==> src/rtl/deq_pkg.sv <==
package deq_pkg;

    // Operation requested by one item
    typedef enum logic [1:0] {
        MODE_PUSH_BACK  = 2'd0,
        MODE_PUSH_FRONT = 2'd1,
        MODE_POP_FRONT  = 2'd2,
        MODE_POP_BACK   = 2'd3
    } deq_mode_t;

    // Outcome reported with every result
    typedef enum logic [1:0] {
        ST_OK    = 2'd0,
        ST_EMPTY = 2'd1,
        ST_FULL  = 2'd2
    } deq_status_t;

    localparam int WORD_W = 32;
    localparam int OCC_W  = 5;

    typedef struct packed {
        deq_mode_t                 mode;
        logic signed [WORD_W-1:0]  value;
    } deq_req_t;

    typedef struct packed {
        logic signed [WORD_W-1:0]  popped_value;
        deq_status_t               status;
        logic        [OCC_W-1:0]   occupancy;
    } deq_rsp_t;

endpackage

==> src/rtl/double_ended_queue_top.sv <==
// Channel   | Direction | Handshake            | Payload
// ----------+-----------+----------------------+------------------------------------
// req       | in        | req_valid/req_ready  | deq_req_t: mode, value
// rsp       | out       | rsp_valid/rsp_ready  | deq_rsp_t: popped_value, status, occupancy
//
// Up to one item per cycle is accepted while req_ready is high; every item yields one item
// on rsp, which passes through the pending stage and then the output register. The ring
// store is a synchronous RAM with one write and one read port; its registered read
// sets the pending stage before the output register. Reset clears the front
// index, the count and both valid flags; the store is not cleared. A stalled rsp holds
// the output register and then the pending stage, and req_ready drops only once both are full.
module double_ended_queue_top #(
    parameter int CAPACITY = 16
) (
    input  logic              clk,
    input  logic              rst_n,
    input  logic              req_valid,
    output logic              req_ready,
    input  deq_pkg::deq_req_t req,
    output logic              rsp_valid,
    input  logic              rsp_ready,
    output deq_pkg::deq_rsp_t rsp
);
    import deq_pkg::*;

    localparam int IDX_W = (CAPACITY > 1) ? $clog2(CAPACITY) : 1;
    localparam int CNT_W = $clog2(CAPACITY + 1);
    localparam int SUM_W = IDX_W + 1;

    localparam logic [IDX_W-1:0] LAST_IDX = IDX_W'(CAPACITY - 1);
    localparam logic [CNT_W-1:0] FULL_CNT = CNT_W'(CAPACITY);
    localparam logic [SUM_W-1:0] CAP_SUM  = SUM_W'(CAPACITY);

    // Ring store
    logic [WORD_W-1:0] mem [CAPACITY];
    logic [WORD_W-1:0] rd_data_reg;

    // Queue state
    logic [IDX_W-1:0] front_reg, front_next;
    logic [CNT_W-1:0] count_reg, count_next;

    // Pending stage: waits for the read data
    logic              pend_valid_reg, pend_valid_next;
    logic              pend_pop_reg;
    deq_status_t       pend_status_reg;
    logic [CNT_W-1:0]  pend_count_reg;

    // Output register
    logic              rsp_valid_reg, rsp_valid_next;
    deq_rsp_t          rsp_reg;

    logic              accept;
    logic              pend_advance;
    logic              wr_en, rd_en;
    logic [IDX_W-1:0]  wr_addr, rd_addr;
    logic              is_pop;
    deq_status_t       status;
    logic [SUM_W-1:0]  back_sum, last_sum;
    logic [IDX_W-1:0]  back_idx, last_idx, prev_front, succ_front;

    // Handshake
    assign pend_advance = pend_valid_reg && (!rsp_valid_reg || rsp_ready);
    assign req_ready    = !pend_valid_reg || pend_advance;
    assign accept       = req_valid && req_ready;
    assign rsp_valid    = rsp_valid_reg;
    assign rsp          = rsp_reg;

    // Ring index arithmetic: sums stay below twice the capacity (last_sum only when not empty)
    always_comb
    begin
        back_sum   = {1'b0, front_reg} + SUM_W'(count_reg);
        last_sum   = {1'b0, front_reg} + SUM_W'(count_reg - CNT_W'(1));
        back_idx   = (back_sum >= CAP_SUM) ? IDX_W'(back_sum - CAP_SUM)
                                           : back_sum[IDX_W-1:0];
        last_idx   = (last_sum >= CAP_SUM) ? IDX_W'(last_sum - CAP_SUM)
                                           : last_sum[IDX_W-1:0];
        prev_front = (front_reg == '0) ? LAST_IDX : front_reg - IDX_W'(1);
        succ_front = (front_reg == LAST_IDX) ? '0 : front_reg + IDX_W'(1);
    end

    // Operation decode and state update
    always_comb
    begin
        front_next = front_reg;
        count_next = count_reg;
        wr_en      = 1'b0;
        rd_en      = 1'b0;
        wr_addr    = back_idx;
        rd_addr    = front_reg;
        is_pop     = 1'b0;
        status     = ST_OK;
        unique case (req.mode)
            MODE_PUSH_BACK:
            begin
                if (count_reg == FULL_CNT)
                    status = ST_FULL;
                else
                begin
                    wr_en      = accept;
                    wr_addr    = back_idx;
                    count_next = count_reg + CNT_W'(1);
                end
            end
            MODE_PUSH_FRONT:
            begin
                if (count_reg == FULL_CNT)
                    status = ST_FULL;
                else
                begin
                    wr_en      = accept;
                    wr_addr    = prev_front;
                    front_next = prev_front;
                    count_next = count_reg + CNT_W'(1);
                end
            end
            MODE_POP_FRONT:
            begin
                is_pop = 1'b1;
                if (count_reg == '0)
                    status = ST_EMPTY;
                else
                begin
                    rd_en      = accept;
                    rd_addr    = front_reg;
                    front_next = succ_front;
                    count_next = count_reg - CNT_W'(1);
                end
            end
            MODE_POP_BACK:
            begin
                is_pop = 1'b1;
                if (count_reg == '0)
                    status = ST_EMPTY;
                else
                begin
                    rd_en      = accept;
                    rd_addr    = last_idx;
                    count_next = count_reg - CNT_W'(1);
                end
            end
            default:
            begin
                status = ST_OK;
            end
        endcase
    end

    // Valid flags of the two stages
    always_comb
    begin
        pend_valid_next = pend_valid_reg;
        if (accept)
            pend_valid_next = 1'b1;
        else if (pend_advance)
            pend_valid_next = 1'b0;

        rsp_valid_next = rsp_valid_reg;
        if (pend_advance)
            rsp_valid_next = 1'b1;
        else if (rsp_ready)
            rsp_valid_next = 1'b0;
    end

    // Memory: one write, one registered read
    always_ff @(posedge clk)
    begin
        if (wr_en)
            mem[wr_addr] <= req.value;
        if (rd_en)
            rd_data_reg <= mem[rd_addr];
    end

    // Control state
    always_ff @(posedge clk or negedge rst_n)
    begin
        if (!rst_n)
        begin
            front_reg      <= '0;
            count_reg      <= '0;
            pend_valid_reg <= 1'b0;
            rsp_valid_reg  <= 1'b0;
        end
        else
        begin
            if (accept)
            begin
                front_reg <= front_next;
                count_reg <= count_next;
            end
            pend_valid_reg <= pend_valid_next;
            rsp_valid_reg  <= rsp_valid_next;
        end
    end

    // Payload of the pending stage and the output register
    always_ff @(posedge clk)
    begin
        if (accept)
        begin
            pend_pop_reg    <= is_pop;
            pend_status_reg <= status;
            pend_count_reg  <= count_next;
        end
        if (pend_advance)
        begin
            rsp_reg.popped_value <= (pend_pop_reg && pend_status_reg == ST_OK)
                                    ? $signed(rd_data_reg) : '0;
            rsp_reg.status       <= pend_status_reg;
            rsp_reg.occupancy    <= OCC_W'(pend_count_reg);
        end
    end

endmodule
==> config.mk <==
export PLATFORM = sky130hd
export DESIGN_NAME = double_ended_queue_top
export DESIGN_NICKNAME = d
export VERILOG_FILES = /design/src/rtl/deq_pkg.sv /design/src/rtl/double_ended_queue_top.sv
export SDC_FILE = /design/constraint.sdc
export NUM_CORES = 1
export LEC_CHECK = 0
export BUFFER_PORTS_ARGS = -buffer_cell sky130_fd_sc_hd__buf_2
export CAP_MARGIN = 20
export CORE_ASPECT_RATIO = 2
export CORE_MARGIN = 5
export CORE_UTILIZATION = 55
export CTS_BUF_LIST = sky130_fd_sc_hd__clkbuf_8 sky130_fd_sc_hd__clkbuf_16
export DETAILED_ROUTE_END_ITERATION = 6
export PLACE_DENSITY = 0.73
export SYNTH_ARGS = -nofsm -noshare
export SYNTH_HDL_FRONTEND = slang
export SYNTH_SLANG_ARGS = --single-unit
export TNS_END_PERCENT = 30
==> constraint.sdc <==
create_clock -name clk -period 3.5 [get_ports clk]
set_clock_uncertainty 0.2 [all_clocks]
set_input_delay 0.175 -clock clk [delete_from_list [all_inputs] [get_ports clk]]
set_output_delay 0.175 -clock clk [all_outputs]
set_load 0.02 [all_outputs]
==> results, run 1 <==
- The number of global-route vias before repair is 15350.
- The number of routed nets with antenna violations is 0.
- The share of total power in combinational logic is just over 40%.
- The post-CTS clock slew at the launch and capture registers of the worst setup and hold paths is 0.07 ns.
- The period utilization is 100%.
- Synthesis produced a netlist with a net count of 1669.
- The horizontal die dimension is 158 um.
- After synthesis, the largest area contributor takes up 73.6% of total cell area.
- The register with the most flip-flops in the layout has 512 of them.
- The footprint of the multi-input gates is 5850 sq um.
- The core area is 43400 sq um.
- The count of buffers from port buffering is 78.
- The routability congestion estimate from global placement is 0.850.
- The sum of met2 wire segment lengths after detailed routing is 33.4 mm.
- The sequential fraction of design power is 37.1%.
- The clock reaches the later pin of the worst-skew pair after between 0.5 and 0.6 ns.
- Max-cap violations in this run came to 0.
- Entering global routing, the biggest net connects 84 pins.
- The number of instances in the synthesized netlist is 1615.
- The highest layer touched by signal routing is met4.
- By area the synthesized netlist is led by edfxtp_1 (74%), a311oi_1 (3.5%), nand2_1 (3.3%).
- Summing internal, switching and leakage power gives 24300 uW.
- The commonest cells after synthesis are edfxtp_1 (591), nand2_1 (215), a211oi_1 (98).
- The areal power density over the cells is 853 nW/um^2.
- The critical path endpoint category is a flop.
- The required time of the critical path is 3.61 ns.
- For the worst setup path, the data arrival time is 3.61 ns.
- The number of setup violations in the final report is 1.
- The flow ran to the end, but the final reports show violations.
- The maximum buffer depth of the clock tree is 3.
- The family of cells with the greatest summed delay on the critical path is compound AO/OA/AOI/OAI gates.
- The share of layout cells above drive strength 1 is 18.3%.
- The count of flip-flops with a built-in enable after synthesis is 591.
- The net count of the finished layout is 1842.
- The area of the die is 48400 sq um.
- Counting flops with an async set or reset pin after synthesis yields a share of between 1.5 and 2%.
- The library cell with the largest summed area after synthesis is edfxtp_1.
- In this run the core area contains about 110 standard-cell rows.
- The utilization of the core after routing is 65.7%.
- The number of warnings printed during yosys synthesis is 0.
- The mean area per synthesized cell is 14.9 sq um.
- Among all stages on the critical path, the largest delay is contributed by or4_1.
- The number of filler instances in the final layout is between 2000 and 3000.
- The area growth from synthesis to layout is 18.1%.
- Global routing finished with a remaining overflow of 0.
- On the worst path, the slowest cell contributes a delay of 0.53 ns.
- The total half-perimeter wirelength after legalization and detailed placement is 35.4 mm.
- The reg-to-reg critical path startpoint is count_reg[0]$_DFFE_PN0N_.
- The detailed-route via count is 15206.
- The total clock buffers created by CTS is between 40 and 50.
- The first global-routing pass estimated 91.5 mm of wire.
- After layout, the worst setup slack is -0.00834 ns.
- The count of buffering cells on the critical path with inverters included is 4.
- The die is just over 300 um tall.
- The combined area of all synthesized cells is 24100 sq um.
- Counting flops and latches in the post-synthesis netlist gives 602.
- The first-pass detailed-route iteration total is 5.
- The standby leakage power is around 0.01 uW.
- The startpoint kind of the worst setup timing path is a flop.
- In the routed design, unresolved DRC markers number 0.
- The path with the worst hold slack has its endpoint at front_reg[1]$_DFFE_PN0P_.
- The initial antenna violation count is 1.
- The worst-case headroom to the max-slew limit is 39.4%.
- After synthesis, the netlist uses 56 different library cells.
- The starting density of the core is between 50% and 60%.
- Counting I/O delays and the setup requirement, the final critical path takes 3.51 ns.
- The area used by sequential logic in the layout is between 15000 and 20000 sq um.
- The hold-critical path depth is 4.
- The hold violation total from the final report is 0.
- The tree is rooted in a clkbuf_16.
- Dividing the detail-routed via count by the number of cells gives 6.40.
- For this run, the leading register cell type out of synthesis is edfxtp_1.
- For this block, the routed nets add up to 61.7 mm of wire.
- For this block, wires on met1 add up to 21.4 mm.
- The overall routing resource usage is 25.1%.
- The final reports fail on setup timing.
- The critical path is of the flop to flop type.
- Setup repair after global routing could not meet its margin everywhere.
- The worst hold path startpoint is req[33].
- The number of H-tree levels is 2.
- Dividing the detail-routed wire length by the instance count gives approximately 26 um.
- For this design the top-level I/O count stands at 79.
- The switching portion of total power is 35.9%.
- The violation count after the first detailed-routing iteration is about 1400.
- The sequential cell area fraction in the yosys report is about three quarters.
- For this design the total switching power over the nets is 8720 uW.
- The internal portion of the total power is 15600 uW.
- The number of sinks driven by the clock tree is 602.
- IR analysis of the VDD net gives a maximum drop of 0.565 mV.
- The min-delay analysis places its worst path in the category input pin to flop.
- The endpoint of the worst register-to-register path is rd_data_reg[13]$_DFFE_PP_.
- For the pin with the worst max-slew slack, the measured transition is 0.905 ns.
- Along the worst path, the maximum fanout reaches 6.
- Based on the critical path, the design can be clocked at up to ~290 MHz.
- Among all cell types in the netlist, the one instantiated most often is edfxtp_1.
- The max-slew violation count is 0.
- Measured in cells, the most critical reg-to-reg path has a length of 13.
- The clock network accounts for a little over a fifth of the total power.
- For flop-to-flop paths, the worst setup slack is -0.008 ns.
- The CTS tree is yes.
- The critical path goes through inv_2, ha_4, xor2_1, ha_1, nand3_2, a211oi_4, o41a_1, buf_4, a2bb2oi_4, buf_12, clkbuf_16, a311oi_1, or4_1.
- The met3 routed wirelength is 3.94 mm.
-- final cells by class --
| class | instances | area share (%) |
|---|---|---|
| sequential | 602 | 63.2 |
| multi-input combinational | 875 | 20.5 |
| timing repair buffer | 246 | 8.24 |
| clock buffer | 49 | 4.30 |
| tap | 550 | 2.41 |
| clock inverter | 39 | 1.08 |
| inverter | 15 | 0.198 |
| antenna | 1 | 0.00878 |
-- what timing repair did --
item                                   CTS  global route
setup endpoints to repair               19            31
gates resized for setup                  6            22
setup buffers                            0             8
endpoints found under the hold margin  528             0
hold buffers                            37             0
gates cloned                             0             3
pin swaps                                0            21
-- power groups by stage --
stage / Sequential (uW) / Combinational [uW] / Clock, uW
final: 9030 / 9960 / 5320
after global routing: 9060 / 10600 / 5670
after detailed placement: 9180 / 9210 / 0
after floorplan: 9170 / 5140 / 0
after CTS: 9020 / 9330 / 5390
after global placement: 9160 / 8970 / 0
-- metrics by stage --
step,setup slack (ns),setup TNS (ns),area (sq um),hold slack [ns],std cells
finish,-0.00834,-0.00834,28500,0.122,2377
global route,-0.0575,-0.717,28500,0.230,2377
CTS,0.00360,0,28200,0.102,2365
detailed placement,-0.0442,-0.0899,26300,-0.136,2240
global placement,0.0683,0,26300,-0.142,2240
floorplan,-0.162,-71.03,24100,-0.321,1615
-- layout by cell type, fill, tap and decap left out, drive strengths merged, types with 37 or more instances in the layout --
master	n
and3	98
o211ai	65
a311oi	97
buf	206
edfxtp	591
or3	64
clkbuf	52
a211oi	98
a21oi	43
nand2	216
dlygate4sd3	37
-- worst max-delay path by stage --
| stage | from | end | slack (ns) | depth (start not counted) |
|---|---|---|---|---|
| 4_1_cts | count_reg[0]$_DFFE_PN0N_ | rd_data_reg[15]$_DFFE_PP_ | 0.004 | 12 |
| 6_report | count_reg[0]$_DFFE_PN0N_ | rd_data_reg[13]$_DFFE_PP_ | -0.008 | 13 |
| 3_3_place_gp | count_reg[0]$_DFFE_PN0N_ | rd_data_reg[19]$_DFFE_PP_ | 0.07 | 9 |
| 5_1_grt | count_reg[0]$_DFFE_PN0N_ | rd_data_reg[26]$_DFFE_PP_ | -0.06 | 13 |
| 2_1_floorplan | count_reg[0]$_DFFE_PN0N_ | mem[14][0]$_DFFE_PP_ | -0.16 | 8 |
| 3_5_place_dp | count_reg[0]$_DFFE_PN0N_ | rd_data_reg[19]$_DFFE_PP_ | -0.04 | 9 |
-- metal layers --
metal / vias to the layer above / GRT usage (%)
met5: - / 0
met1: 7646 / 30.1
li1: 6701 / -
met3: 178 / 2.64
met2: 681 / 45.0
met4: 0 / 11.2
-- worst register-to-register path, stage by stage (launching register included) --
cell       delay [ns]
dfrtp_1          0.39
inv_2            0.08
ha_4             0.17
xor2_1           0.14
ha_1             0.39
nand3_2          0.12
a211oi_4         0.32
o41a_1           0.20
buf_4            0.13
a2bb2oi_4        0.15
buf_12           0.17
clkbuf_16        0.18
a311oi_1         0.05
or4_1            0.53
-- cells by family (layout without fill, tap and decap cells) --
family,count (synthesis),in the layout,share of synthesized area [%]
flops,602,602,74.7
simple gates,508,508,10.9
compound gates,337,337,10.5
buf+inv,138,349,2.49
fa+ha+maj,16,16,0.892
xor+xnor,10,10,0.363
mux,4,4,0.171
other cells,0,1,0
(Power assumes the default switching activity.)
==> run 2, diff against run 1 <==
- TNS_END_PERCENT: 30 -> not set
==> run 2 against run 1 <==
  * The flow now finishes without violations
  * Routed wire length grew 2.2%
  * Hold slack gained 0.030 ns
  * Combinational power down 2.8%
  * Register-to-register slack better by 0.03 ns
  * Critical path depth unchanged
  * Sequential cell count unchanged
  * Clock power is 4% higher
  * Die area did not move
  * Via count fell by 0.23%
  * Utilization decreased by 0.16 points
  * Non-clock buffer count down 26
  * Critical path type unchanged
  * Critical endpoint is now rd_data_reg[19]$_DFFE_PP_
==> results, run 2 (synthesis gave the netlist of run 1 again) <==
- IR analysis of the VDD net gives a maximum drop of between 0.5 and 0.6 mV.
- The share of total power in combinational logic is 40.0%.
- The setup slack of the critical path after layout is about 0.021 ns.
- STA puts the critical path data required time at about 3.6 ns.
- The tree built by TritonCTS fans out to 602 sinks.
- The first global-routing pass estimated 93.0 mm of wire.
- The run finished with clean final reports.
- For this design, the slowest cell found on the critical path is or4_1.
- The clock network is responsible for between 20% and 30% of the overall power.
- The reg-to-reg critical path startpoint is count_reg[0]$_DFFE_PN0N_.
- STA classifies the critical path endpoint as a flop.
- Counting I/O delays and the setup requirement, the final critical path takes 3.48 ns.
- The count of buffering cells on the critical path with inverters included is 4.
- Counting the buffers created by CTS gives 49.
- For the worst-skew pair, the clock arrives at the later sink with an insertion delay of 0.57 ns.
- The total half-perimeter wirelength after legalization and detailed placement is 35.5 mm.
- Of the cells placed in the final design, the portion with a size suffix greater than 1 is between 10% and 20%.
- The hold violation total from the final report is 0.
- The initial antenna violation count is 4.
- The final instance count without filler cells is 2351.
- For this run, the share of the core covered by cells in the final layout is 65.5%.
- The worst path uses between 90% and 100% of the clock period.
- The max-slew violation count is 0.
- The startpoint kind of the worst setup timing path is a flop.
- The initial utilization of the core area, before any placement, comes to 55.6%.
- The critical path's most frequent cell is buf_12.
- Summed over all layers, the global routing overflow is 0.
- The tool flagged a number of max-cap violations equal to 0.
- The count of buffers added on input and output ports is 78.
- Entering global routing, the biggest net connects 97 pins.
- The congestion estimate from routability-driven global placement came to 0.833.
- TritonCTS built the clock tree.
- On the worst path, the slowest cell contributes a delay of 0.50 ns.
- The routed via count divided by cell count is 6.45.
- Setup violations remaining at the end of the flow were counted as 0.
- The number of placed instances with taps included is 2214.
- In the layout the commonest cells are edfxtp_1 (591), nand2_1 (214), and3_1 (97), a211oi_1 (97), a311oi_1 (95).
- The areal power density over the cells is 851 nW/um^2.
- Net switching is ~36% of the power.
- The die is 158 um wide.
- The detailed-route via count is 15171.
- The signal on the critical path passes through inv_2, ha_2, xor2_1, ha_1, nand3_2, a211oi_4, o41a_1, buf_4, a2bb2oi_4, buf_12, buf_12, a311oi_1, or4_1.
- The area growth from synthesis to layout is 17.8%.
- The average wire per cell in the routed design is ~27 um.
- In this run the vertical extent of the chip is 306 um.
- The start point of the critical path is count_reg[0]$_DFFE_PN0N_.
- Across every metal layer, demand over resource in global routing totals 25.5%.
- The number of H-tree levels is 2.
- The worst-case headroom to the max-slew limit is between 30% and 40%.
- The area of the die is 48400 sq um.
- The internal power of the cells is 15500 uW.
- Broken down by cell family, the worst path's largest delay share belongs to compound AO/OA/AOI/OAI gates.
- The first-pass detailed-route iteration total is 5.
- The standby leakage power is 0.00971 uW.
- The floorplan has 108 rows.
- The sum of negative setup slack is 0 ns.
- The detail route stage leaves a number of antenna-violating nets equal to 0.
- The final-stage net count is 1817.
- In this run the most critical hold path is launched from req[33].
- The data arrival time of the critical path is 3.58 ns.
- The number of global-route vias before repair is 15485.
- The register with the most flip-flops in the layout has 512 of them.
- For this block, the initial DRC count from the detailed router was about 1500.
- The setup path with the least slack is of type flop to flop.
- The core area is 43400 sq um.
- In this run the power spent charging and discharging nets is 8680 uW.
- The total routed wirelength is 63.1 mm.
- The path class of the lowest-slack min-delay path is input pin to flop.
- Leaving out fill and tap cells, the most frequent cell in the layout is edfxtp_1.
- The maximum buffer depth of the clock tree is 3.
- The remaining design rule violation count is 0.
- Of all nets on the critical path, the largest fanout is 6.
- The number of top-level design ports is 79.
- CTS placed an instance of clkbuf_16 at the clock tree root.
- The post-CTS clock slew at the launch and capture registers of the worst setup and hold paths is 0.07 ns.
- Static timing analysis puts the maximum clock frequency at 287 MHz.
- The sequential fraction of design power is 37.2%.
- At the placement stage, the worst setup path has a slack of -0.0129 ns.
- The transition at the pin with the smallest max-transition slack is 0.938 ns.
[run 2: changes by cell type in the layout (fill, tap and decap cells not counted), moves of 2 or more]
| cell | before | now |
|---|---|---|
| bufinv_16 | 4 | 6 |
| a311oi_2 | 4 | 2 |
| buf_12 | 44 | 52 |
| a211oi_2 | 9 | 0 |
| diode_2 | 1 | 4 |
| clkbuf_16 | 52 | 55 |
| clkinv_1 | 13 | 7 |
| a311oi_1 | 93 | 95 |
| buf_4 | 84 | 47 |
| a211oi_1 | 88 | 97 |
[run 2: metal layers]
| layer | wire [um] | part of all wire [%] | up-vias | global-route usage [%] |
|---|---|---|---|---|
| met5 | 0 | 0 | - | 0 |
| met4 | 3570 | 5.7 | 0 | 13.3 |
| met3 | 4080 | 6.5 | 189 | 3.09 |
| met2 | 34000 | 54 | 711 | 45.2 |
| met1 | 21500 | 34 | 7601 | 30.0 |
| li1 | - | - | 6670 | - |
[run 2: cell type report]
type                    instances  area (sq um)
diodes                          4          10.0
flip-flops and latches        602         18000
fillers                      2960         14900
clock inverters                35           344
well taps                     550           688
inverters                      15          56.3
clock buffers                  50          1250
repair buffers                220          2290
multi-input cells             875          5760
[run 2: worst paths after layout]
check / end / depth (start not counted) / slack, ns
setup / recovery: rd_data_reg[19]$_DFFE_PP_ / 13 / 0.02
hold / removal: front_reg[3]$_DFFE_PN0P_ / 4 / 0.15
setup reg to reg: rd_data_reg[19]$_DFFE_PP_ / 13 / 0.02
hold reg to reg: rsp[2]$_DFFE_PP_ / 0 / 0.22
max in group asynchronous: count_reg[3]$_DFFE_PN0N_ / 3 / 2.25
min in group asynchronous: front_reg[2]$_DFFE_PN0P_ / 3 / 0.48
[run 2: timing repair]
action	CTS	global route
pin swaps	1	6
hold endpoints to repair	528	0
hold buffers	37	0
buffers inserted	1	5
resized for setup	0	11
gates cloned	0	5
setup endpoints to repair	1	30
[run 2: stage by stage]
step	hold slack (ns)	cell area, sq um	power (uW)
floorplan	-0.321	24100	14300
global placement	-0.128	26200	17800
detailed placement	-0.129	26200	18100
CTS	0.129	28200	23600
global route	0.184	28400	25200
finish	0.151	28400	24200
[run 2: worst reg2reg max path: stages, from the launching register on]
cell and delay (ns):
dfrtp_1 0.36, inv_2 0.06, ha_2 0.19, xor2_1 0.14, ha_1 0.38, nand3_2 0.13
a211oi_4 0.32, o41a_1 0.22, buf_4 0.14, a2bb2oi_4 0.20, buf_12 0.16, buf_12 0.16
a311oi_1 0.07, or4_1 0.50
[run 2: power by group through the flow]
stage / registers (uW) / logic, uW / clock network [uW]
detailed placement: 9150 / 8920 / 0
CTS: 8990 / 9020 / 5580
finish: 8990 / 9680 / 5520
global route: 9020 / 10300 / 5870
global placement: 9130 / 8670 / 0
floorplan: 9170 / 5140 / 0
==> run 3, diff against run 2 <==
- CORE_MARGIN: 5 -> 4
- CORE_UTILIZATION: 55 -> 45
- GPL_ROUTABILITY_DRIVEN: not set -> 1
- PLACE_DENSITY: 0.73 -> 0.61
==> run 3 against run 2 <==
  * Combinational power is 3.9% lower
  * Setup slack better by 0.035 ns
  * Clock power is 1% higher
  * Sequential share of layout area is 0.089 points lower
  * Power is 1.3% lower
  * Critical endpoint is now rd_data_reg[14]$_DFFE_PP_
  * Register-to-register slack better by 0.04 ns
  * Routed wire length is 2.9% higher
  * Critical path type unchanged
  * Largest power group unchanged
==> results, run 3 (synthesis gave the netlist of run 1 again) <==
- Leaving out fill and tap cells, the most frequent cell in the layout is edfxtp_1.
- The number of sinks driven by the clock tree is about 600.
- The initial antenna violation count is 1.
- The final layout contains 1814 nets.
- After floorplanning, the core was divided into roughly 120 placement rows.
- The core area is 52900 sq um.
- Of the total power, registers draw 37.7%.
- The flip-flop count of the largest register, all copies and words added is around 500.
- The wire-length estimate of the detail-placed layout is ~38 mm.
- OpenSTA, run right after detailed placement, puts the worst setup slack at 0.0212 ns.
- The clock latency of the later-clocked register in the worst-skew pair is 0.60 ns.
- The required time of the critical path is between 3 and 4 ns.
- The maximum ir drop on the vdd rail is about 0.5 mV.
- The number of global-route vias before repair is 15102.
- Of all nets on the critical path, the largest fanout is around 100.
- The time the worst path needs with I/O delays and setup is 3.44 ns.
- Leaving out fill and tap cells, the most frequent cells in the layout are edfxtp_1 (591), nand2_1 (214), a311oi_1 (97), and3_1 (97), a211oi_1 (96).
- The max-slew violation count is 0.
- Global routing used between 20% and 30% of the available tracks.
- The class of the most critical setup path is flop to flop.
- The violation count after the first detailed-routing iteration is 1296.
- The tightest hold path in the finished design has a slack of 0.115 ns.
- In the final timing run, aggregate negative setup slack is 0 ns.
- STA classifies the critical path startpoint as a flop.
- The standby leakage power is 0.00970 uW.
- The max-capacitance violation count is 0.
- The footprint of the multi-input gates is 5750 sq um.
- The pre-antenna-repair detailed-routing pass consisted of 7 iterations.
- The first global-routing pass estimated 95.6 mm of wire.
- The number of H-tree levels is 2.
- The area growth from synthesis to layout is 18.0%.
- The utilization of the core after routing is 53.9%.
- Once routing completed, OpenROAD measured the worst setup slack at 0.0566 ns.
- The remaining design rule violation count is 0.
- The family of cells with the greatest summed delay on the critical path is simple AND/OR/NAND/NOR gates.
- The areal power density over the cells is 839 nW/um^2.
- The power spent charging and discharging nets is 8610 uW.
- The flow ran to the end, and the final reports show no timing, DRC or antenna violations.
- The cell with the largest stage delay on the worst path is or4b_1.
- The worst-case headroom to the max-slew limit is ~57%.
- The share of layout cells above drive strength 1 is 16.2%.
- The detail route stage leaves a number of antenna-violating nets equal to 0.
- The y dimension of the die is 335 um.
- The switching portion of total power is 36.1%.
- The signal on the critical path passes through inv_1, ha_2, or4b_1, buf_4, nand3_2, nand2_4, buf_12, a211oi_1, a311oi_1, or4_1.
- The hold violation total from the final report is 0.
- The data arrival time of the critical path is 3.59 ns.
- The internal power of the cells is 15300 uW.
- For this run, the top clock speed supported by timing is ~290 MHz.
- The pin count of the biggest net entering global routing is 103.
- The number of top-level design ports is 79.
- TritonCTS built the clock tree.
- Dividing the detail-routed wire length by the instance count gives 26.3 um.
- Fill cells in the final layout number 4225.
- Once the floorplan was initialized, standard cells occupied 45.6% of the core.
- During placement, the flow inserted port buffers numbering 78.
- The maximum buffer depth of the clock tree is 3.
- The proportion of power drawn by the clock network is 23.4%.
- The worst hold path belongs to the class input pin to flop.
- The count of buffering cells on the critical path with inverters included is 3.
- For the pin with the worst max-slew slack, the measured transition is approximately 0.64 ns.
- The number of setup violations in the final report is 0.
- Combinational logic is responsible for around two fifths of the overall power.
- Clock-pin slew was measured on the worst setup and hold paths at 0.07 ns.
- The tree is rooted in a clkbuf_16.
- In the routed layout, each cell is associated on average with a via count of 6.07.
- The total congestion overflow after global routing is 0.
- The area used by sequential logic in the layout is between 15000 and 20000 sq um.
- Buffers inserted during clock tree synthesis total a little under 50.
- The critical path endpoint category is a flop.
- Summing over every cut layer, the via total after detailed routing is 14969.
- The area of the die is approximately 58000 sq um.
- The total routed wirelength is 64.9 mm.
- Of the available clock period, the critical path in the final layout requires 98.4%.
- The die is approximately 170 um wide.
- The routability congestion estimate from global placement is 0.855.
- The stage delay of the slowest cell on the critical path is around 0.50 ns.
-- run 3: cell count changes in the layout (fill, tap and decap cells not counted), moves of 2 or more --
cell / delta
clkinv_2: +4
a211oi_2: +2
diode_2: -3
a311oi_2: -2
a311oi_1: +2
buf_4: +3
clkinvlp_4: -5
clkbuf_16: -4
clkinv_1: +6
-- run 3: path summary, 6_finish.rpt --
| kind | from | endpoint | slack (ns) | cells after the start |
|---|---|---|---|---|
| worst max-delay path | count_reg[0]$_DFFE_PN0N_ | rd_data_reg[14]$_DFFE_PP_ | 0.06 | 10 |
| worst min-delay path | req[33] | front_reg[3]$_DFFE_PN0P_ | 0.12 | 4 |
| worst max register to register | count_reg[0]$_DFFE_PN0N_ | rd_data_reg[14]$_DFFE_PP_ | 0.06 | 10 |
| worst min register to register | pend_count_reg[3]$_DFFE_PN_ | rsp[3]$_DFFE_PP_ | 0.23 | 0 |
| max in group asynchronous | rst_n | count_reg[3]$_DFFE_PN0N_ | 2.26 | 3 |
| min in group asynchronous | rst_n | count_reg[2]$_DFFE_PN0N_ | 0.46 | 3 |
-- run 3: layer usage --
metal | global-route usage (%) | part of all wire, %
met1 | 26.5 | 37
met5 | 0 | 0
met3 | 2.39 | 4.8
met4 | 8.71 | 3.9
met2 | 41.3 | 55
-- run 3: repair_timing --
action,4_1_cts,5_1_grt
hold buffers,37,0
gates resized for setup,0,7
setup endpoints to repair,0,32
hold endpoints to repair,528,0
setup buffers,0,2
-- run 3: area by class of cell --
cell class | instances | share of cell area (%)
flip-flops and latches | 602 | 63.3
well taps | 665 | 2.92
repair buffers | 217 | 7.67
inverters | 15 | 0.198
diodes | 1 | 0.00879
multi-input cells | 875 | 20.2
clock buffers | 50 | 4.40
clock inverters | 41 | 1.31
-- run 3: metrics by stage --
step                instance area [sq um]  power, uW  instances
global route                        28500      25000       2466
global placement                    26400      18000       2333
CTS                                 28400      23800       2461
detailed placement                  26400      18200       2333
finish                              28500      23900       2466
floorplan                           24100      14300       1615
-- run 3: power by group through the flow --
stage | registers, uW | clock network [uW] | logic, uW
2_1_floorplan | 9170 | 0 | 5140
3_3_place_gp | 9150 | 0 | 8890
3_5_place_dp | 9150 | 0 | 9050
4_1_cts | 9000 | 5690 | 9120
5_1_grt | 9030 | 5960 | 9990
6_report | 9000 | 5580 | 9300
-- run 3: worst register-to-register path, delay by kind of cell (launching register included) --
| kind | cells | cell delay [ns] |
|---|---|---|
| AOI/OAI and AO/OA | 2 | 0.75 |
| adders and majority gates | 1 | 0.22 |
| buffers and inverters | 3 | 0.52 |
| DFF | 1 | 0.38 |
| and+or+nand+nor | 4 | 1.13 |
